[config.mk]
export PLATFORM = sky130hd
export DESIGN_NAME = dfst_ram
export DESIGN_NICKNAME = d
export VERILOG_FILES = /design/src/rtl/dfst_ram.sv
export SDC_FILE = /design/constraint.sdc
export NUM_CORES = 1
export LEC_CHECK = 0
export BUFFER_PORTS_ARGS = -buffer_cell sky130_fd_sc_hd__buf_4
export CAP_MARGIN = 0
export CORE_UTILIZATION = 39
export DETAILED_ROUTE_END_ITERATION = 10
export SYNTH_ARGS = -nofsm -noshare
export SYNTH_HDL_FRONTEND = slang
export SYNTH_SLANG_ARGS = --single-unit
[constraint.sdc]
create_clock -name clk_i -period 2.65 [get_ports clk_i]
set_input_delay 0.265 -clock clk_i [delete_from_list [all_inputs] [get_ports clk_i]]
set_output_delay 0.265 -clock clk_i [all_outputs]
set_load 0.1 [all_outputs]
[src/rtl/dfst_ram.sv]
// ----------------------------------------------------------------------------
// dfst_ram
// Generic single-write, single-read RAM with a registered read port.
// ----------------------------------------------------------------------------
module dfst_ram #(
  parameter int unsigned WIDTH = 8,
  parameter int unsigned DEPTH = 64
) (
  input  logic                                       clk_i,
  input  logic                                       we_i,
  input  logic [((DEPTH > 1) ? $clog2(DEPTH) : 1)-1:0] waddr_i,
  input  logic [WIDTH-1:0]                           wdata_i,
  input  logic                                       re_i,
  input  logic [((DEPTH > 1) ? $clog2(DEPTH) : 1)-1:0] raddr_i,
  output logic [WIDTH-1:0]                           rdata_o
);

  logic [WIDTH-1:0] mem_q [DEPTH];
  logic [WIDTH-1:0] rdata_q;

  always_ff @(posedge clk_i) begin
    if (we_i) begin
      mem_q[waddr_i] <= wdata_i;
    end
    if (re_i) begin
      rdata_q <= mem_q[raddr_i];
    end
  end

  assign rdata_o = rdata_q;

endmodule

## After elaboration in Yosys (flattened, before gate mapping)

Memories as Yosys holds them, arrays and structs flattened. A register that Yosys moved wholly into a read port is not among the register bits.
Index checks and enable logic that the tools add are counted.

| storage, ports and cells | value |
|---|---|
| register bits after elaboration | 0 |
| latch bits | 0 |
| memory bits (writable) | 512 |
| ROM bits | 0 |
| bits of input ports | 23 |
| output and inout bits | 8 |
| word-level logic and storage cells | 3 |
| memories | 1 |

| operators by class | value |
|---|---|
| add/sub/neg operators | 0 |
| $mul | 0 |
| div/mod/pow operators | 0 |
| order comparisons | 0 |
| equality and inequality tests | 0 |
| shifts and indexed selects | 0 |
| muxes and demuxes | 2 |
| bitwise logic cells | 0 |
| reductions and logical operators | 0 |

Memories:

| name | words | width | read ports | clocked after memory_dff | write ports | RTL line | text |
|---|---|---|---|---|---|---|---|
| mem_q | 64 | 8 | 1 | 1 | 1 | 18 | `logic [WIDTH-1:0] mem_q [DEPTH];` |

Operators by type and width:

| cell | number |
|---|---|
| $mux W1 | 2 |

## Longest topological paths before layout

| logic depth | value |
|---|---|
| depth after elaboration | 2 |
| mapped depth | 9 |
| mapped depth without buffers | 5 |

## Worst setup path after synthesis

Ideal clock, no wire load.

| path | value |
|---|---|
| path kind | in2reg |
| start point | input raddr_i[1] (netlist name) |
| end point | register rdata_q[3] (netlist: rdata_o[3]) (read register of mem_q), data pin |
| setup time | 266 ps |
| data arrival time | 1805 ps |
| required time | 2384 ps |
| path slack | 579 ps |
| stages | 7 |
| path buffers | 3 |
| path through | buf_4 > buf_2 > buf_2 > mux4_2 > mux4_2 > o21ai_1 > o41ai_1 |

RTL lines:

| item | RTL line | text |
|---|---|---|
| from (decl) | 14 | `input logic [((DEPTH > 1) ? $clog2(DEPTH) : 1)-1:0] raddr_i,` |
| to (decl) | 19 | `logic [WIDTH-1:0] rdata_q;` |

==> flow_summary.html <==
<table>
<tr><th>Metric</th><th>Value</th></tr>
<tr><th colspan="2">Logic synthesis</th></tr>
<tr><td>EDFF count, synth</td><td>520</td></tr>
<tr><td>Mean cell area of the mapped netlist</td><td>about 22 µm²</td></tr>
<tr><td>Cell type with the highest aggregate area in the netlist</td><td>edfxtp_1</td></tr>
<tr><td>Number of unique standard cell types used by synthesis</td><td>39</td></tr>
<tr><td>Syn Inst Count</td><td>940</td></tr>
<tr><td>Ys flop type</td><td>edfxtp_1</td></tr>
<tr><td>Biggest area contributors in the synthesized netlist</td><td>edfxtp_1 77%, mux4_2 14%, nor2_1 1.5%</td></tr>
<tr><td>Flops &amp; latches, synth</td><td>520</td></tr>
<tr><td>Share of the yosys chip area belonging to registers</td><td>0.771</td></tr>
<tr><td>Share of synthesized flip-flops with an asynchronous set or reset</td><td>0</td></tr>
<tr><td>Yosys Warn Count</td><td>0</td></tr>
<tr><td>Synthesized Nets</td><td>963</td></tr>
<tr><td>Top-area cell type share of the netlist area</td><td>0.771</td></tr>
<tr><td>Cell Area, Synth</td><td>slightly above 0.02 mm²</td></tr>
<tr><th colspan="2">Floorplan</th></tr>
<tr><td>Core Area</td><td>0.0513 mm²</td></tr>
<tr><td>Vert. Die Dim</td><td>about 230 µm</td></tr>
<tr><td>Num rows</td><td>83</td></tr>
<tr><td>I/O pin cnt</td><td>31</td></tr>
<tr><td>Chip Width</td><td>about 230 µm</td></tr>
<tr><td>Starting density of the core</td><td>0.395</td></tr>
<tr><td>Die Outline Area</td><td>around 0.053 mm²</td></tr>
<tr><th colspan="2">Power</th></tr>
<tr><td>Power per Cell Area</td><td>738 mW/mm²</td></tr>
<tr><td>Pleak</td><td>around 7.5 nW</td></tr>
<tr><td>Tot Pwr</td><td>~17 mW</td></tr>
<tr><td>Worst vdd rail ir drop</td><td>0.403 mV</td></tr>
<tr><th colspan="2">Detailed routing</th></tr>
<tr><td>Detailed route wirelength on metal2</td><td>roughly 23 mm</td></tr>
<tr><td>WL final</td><td>~48 mm</td></tr>
<tr><td>Routed wire per std cell</td><td>about 27 µm</td></tr>
<tr><td>Vias per cell</td><td>5.53</td></tr>
<tr><td>Number of vias in the routed layout</td><td>9926</td></tr>
<tr><td>DR top layer</td><td>met5</td></tr>
<tr><td>Total routed wire length on the met1 layer</td><td>about 20 mm</td></tr>
<tr><td>WL met3</td><td>~3.8 mm</td></tr>
<tr><td>Violation count after the first detailed-route iteration</td><td>approximately 1000</td></tr>
<tr><td>Remaining number of nets flagged by the antenna check after routing</td><td>0</td></tr>
<tr><td>Residual DRC count</td><td>0</td></tr>
<tr><td>Detailed-router iteration count before antenna repair</td><td>5</td></tr>
<tr><th colspan="2">Layout</th></tr>
<tr><td>Utilization of the core after routing</td><td>0.459</td></tr>
<tr><td>Number of inserted diodes</td><td>0</td></tr>
<tr><td>Final Net Count</td><td>1099</td></tr>
<tr><td>Layout overhead on the synthesized area</td><td>16.3%</td></tr>
<tr><td>Share of cells above drive strength 1</td><td>0.313</td></tr>
<tr><td>Final Instance Area</td><td>0.0235 mm²</td></tr>
<tr><th colspan="2">Global routing</th></tr>
<tr><td>Largest net degree at the start of global routing</td><td>65</td></tr>
<tr><td>Wire length of the first global-routing pass</td><td>70.3 mm</td></tr>
<tr><td>Number of global-route vias before repair</td><td>10200</td></tr>
<tr><td>Total track usage</td><td>0.184</td></tr>
<tr><td>Remaining global-route overflow</td><td>0</td></tr>
<tr><td>Antenna violations before repair</td><td>3</td></tr>
<tr><th colspan="2">Timing</th></tr>
<tr><td>Worst slew pin tran</td><td>about 0.88 ns</td></tr>
<tr><td>Highest clock frequency the design can meet</td><td>~0.4 GHz</td></tr>
<tr><td>Slew Viols, Final</td><td>0</td></tr>
<tr><td>Worst clock skew</td><td>between 0.02 and 0.025 ns</td></tr>
<tr><td>Time the worst path needs with I/O delays and setup</td><td>around 2.4 ns</td></tr>
<tr><td>Crit path setup slack, layout</td><td>between 0.2 and 0.25 ns</td></tr>
<tr><td>Share of the clock period used by the worst path after layout</td><td>0.921</td></tr>
<tr><td>Worst slew margin relative to its limit</td><td>0.411</td></tr>
<tr><td>Worst hold margin</td><td>0.219 ns</td></tr>
<tr><td>Hold Vio Cnt, Final</td><td>0</td></tr>
<tr><td>Final Setup Violations</td><td>0</td></tr>
<tr><td>Setup repair after global routing missed its margin</td><td>false</td></tr>
<tr><th colspan="2">CTS</th></tr>
<tr><td>Maximum buffer depth of the clock tree</td><td>3</td></tr>
<tr><td>Clock latency at the later pin of the worst-skew pair</td><td>0.60 ns</td></tr>
<tr><td>CTS H-tree depth</td><td>2</td></tr>
<tr><td>Number of buffers created by CTS</td><td>52</td></tr>
<tr><td>CTS Root Cell</td><td>clkbuf_16</td></tr>
<tr><td>CTS tree</td><td>built</td></tr>
<tr><td>Quantity of gates resized following cts</td><td>0</td></tr>
<tr><td>Clk sink count</td><td>520</td></tr>
<tr><td>Worst-path clk slew</td><td>0.06 ns</td></tr>
<tr><th colspan="2">Min path</th></tr>
<tr><td>Min-Delay Path Class</td><td>primary input to flop</td></tr>
<tr><th colspan="2">Placed design</th></tr>
<tr><td>Place WS</td><td>-0.00297 ns</td></tr>
<tr><td>Post-detail-place hpwl</td><td>29.5 mm</td></tr>
<tr><td>Count of port buffers added during placement</td><td>30</td></tr>
<tr><td>Global placer's final weighted congestion</td><td>roughly 0.83</td></tr>
<tr><td>Instance area at placement</td><td>around 0.022 mm²</td></tr>
<tr><th colspan="2">Setup path</th></tr>
<tr><td>Critical Path RT</td><td>around 3 ns</td></tr>
<tr><td>Crit-path max FO</td><td>1</td></tr>
<tr><td>Critical Path Sink Type</td><td>flop</td></tr>
<tr><td>Endpoint arrival time on the critical path</td><td>between 2 and 3 ns</td></tr>
<tr><td>Slack of the worst reg-to-reg path</td><td>~0.21 ns</td></tr>
<tr><td>Ordered list of cells on the worst path</td><td>mux4_2, mux2_2, o221a_2, nor3_1, o32ai_1</td></tr>
<tr><td>Crit path kind</td><td>flop to flop</td></tr>
<tr><td>CP peak stage delay</td><td>between 0.5 and 0.6 ns</td></tr>
<tr><td>Kind of launch point of the worst setup path</td><td>flop</td></tr>
<tr><td>Critical Path Slowest Stage Cell</td><td>nor3_1</td></tr>
<tr><th colspan="2">Outcome</th></tr>
<tr><td>Result of the run</td><td>finished clean</td></tr>
<tr><th colspan="2">Run</th></tr>
<tr><td>Max-cap viol count</td><td>0</td></tr>
</table>
-- cells by family (layout without fill, tap and decap cells) --
group	count (synthesis)	count (layout)	synth area share
simple gates	153	153	0.0337
mux	162	162	0.159
buf+inv	51	227	0.0156
flops	520	520	0.771
compound gates	54	54	0.0206
-- cell usage in the layout (no fill, tap or decap), drive strengths merged, types with 3 or more instances in the layout --
master    instances
o221ai            8
o22ai             8
o2111ai           3
clkinv           23
nand3b            3
clkinvlp          3
o2bb2ai           3
nand2b            7
nor3              7
a22oi             3
bufinv            5
nor2b            14
a21oi             3
buf             131
nand2            19
mux2             13
edfxtp          520
mux4            126
nor2             83
mux2i            23
a211oi            4
clkbuf           64
a221oi            6
o21ai             4
nand3            13
-- sequential cells by signal (all words and copies together) (netlist names) --
signal and cells:
mem_q 512, rdata_o 8
-- per-layer routing --
layer,track usage,up-vias
met2,0.289,380
met4,0.0621,6
met1,0.253,5242
met3,0.0435,86
li1,-,4212
met5,0,-
-- worst max-delay path: cells and delay by family, from the launching register on --
kind | cells | cell delay, ns
muxes | 2 | 0.77
and+or+nand+nor | 1 | 0.54
AOI/OAI and AO/OA | 2 | 0.49
DFF | 1 | 0.37
-- per-stage QoR --
stage | instances | TNS (ns)
final | 1796 | 0
after global placement | 1701 | -0.0205
after floorplan | 940 | 0
after global routing | 1796 | 0
after CTS | 1796 | 0
after detailed placement | 1701 | -0.00297
-- synth_stat cells, types with 4 or more instances --
cell / number
nor2b_1: 14
nand2_1: 19
o22ai_1: 8
nand3_1: 13
buf_4: 13
a211oi_1: 4
nor3_1: 7
mux2_2: 13
buf_6: 4
a221oi_1: 6
buf_2: 11
nor2_1: 83
mux2i_1: 23
o221ai_1: 8
mux4_2: 126
buf_1: 4
nand2b_1: 7
edfxtp_1: 520
clkbuf_1: 17
-- repair_timing --
action / CTS / global route
setup buffers: 0 / 0
hold endpoints to repair: 7 / 0
hold buffers: 1 / 0
-- power breakdown --
part	leakage (nW)	total [mW]	switching [mW]	internal, mW
sequential	4.69	9.15	0.0293	9.12
clock	0.819	7.24	3.04	4.20
combinational	1.99	0.981	0.620	0.361
total	7.49	17.4	3.69	13.7
-- cell type report --
cell class	instances	area, µm²
Clock buffer	63	1390
Tap cell	680	851
Clock inverter	31	288
Sequential cell	520	15600
Fill cell	4306	27800
Timing Repair Buffer	133	1090
Multi-Input combinational cell	369	4320
-- path summary, 6_finish.rpt --
kind / from / to / cells past startpoint
max reg2reg: mem_q[25][6]$_DFFE_PP_ / rdata_o[6]$_DFFE_PP_ / 5
min: raddr_i[5] / rdata_o[1]$_DFFE_PP_ / 3
min reg2reg: mem_q[31][4]$_DFFE_PP_ / rdata_o[4]$_DFFE_PP_ / 3
max: mem_q[25][6]$_DFFE_PP_ / rdata_o[6]$_DFFE_PP_ / 5
Note: power is estimated with default switching activity, not from simulation.
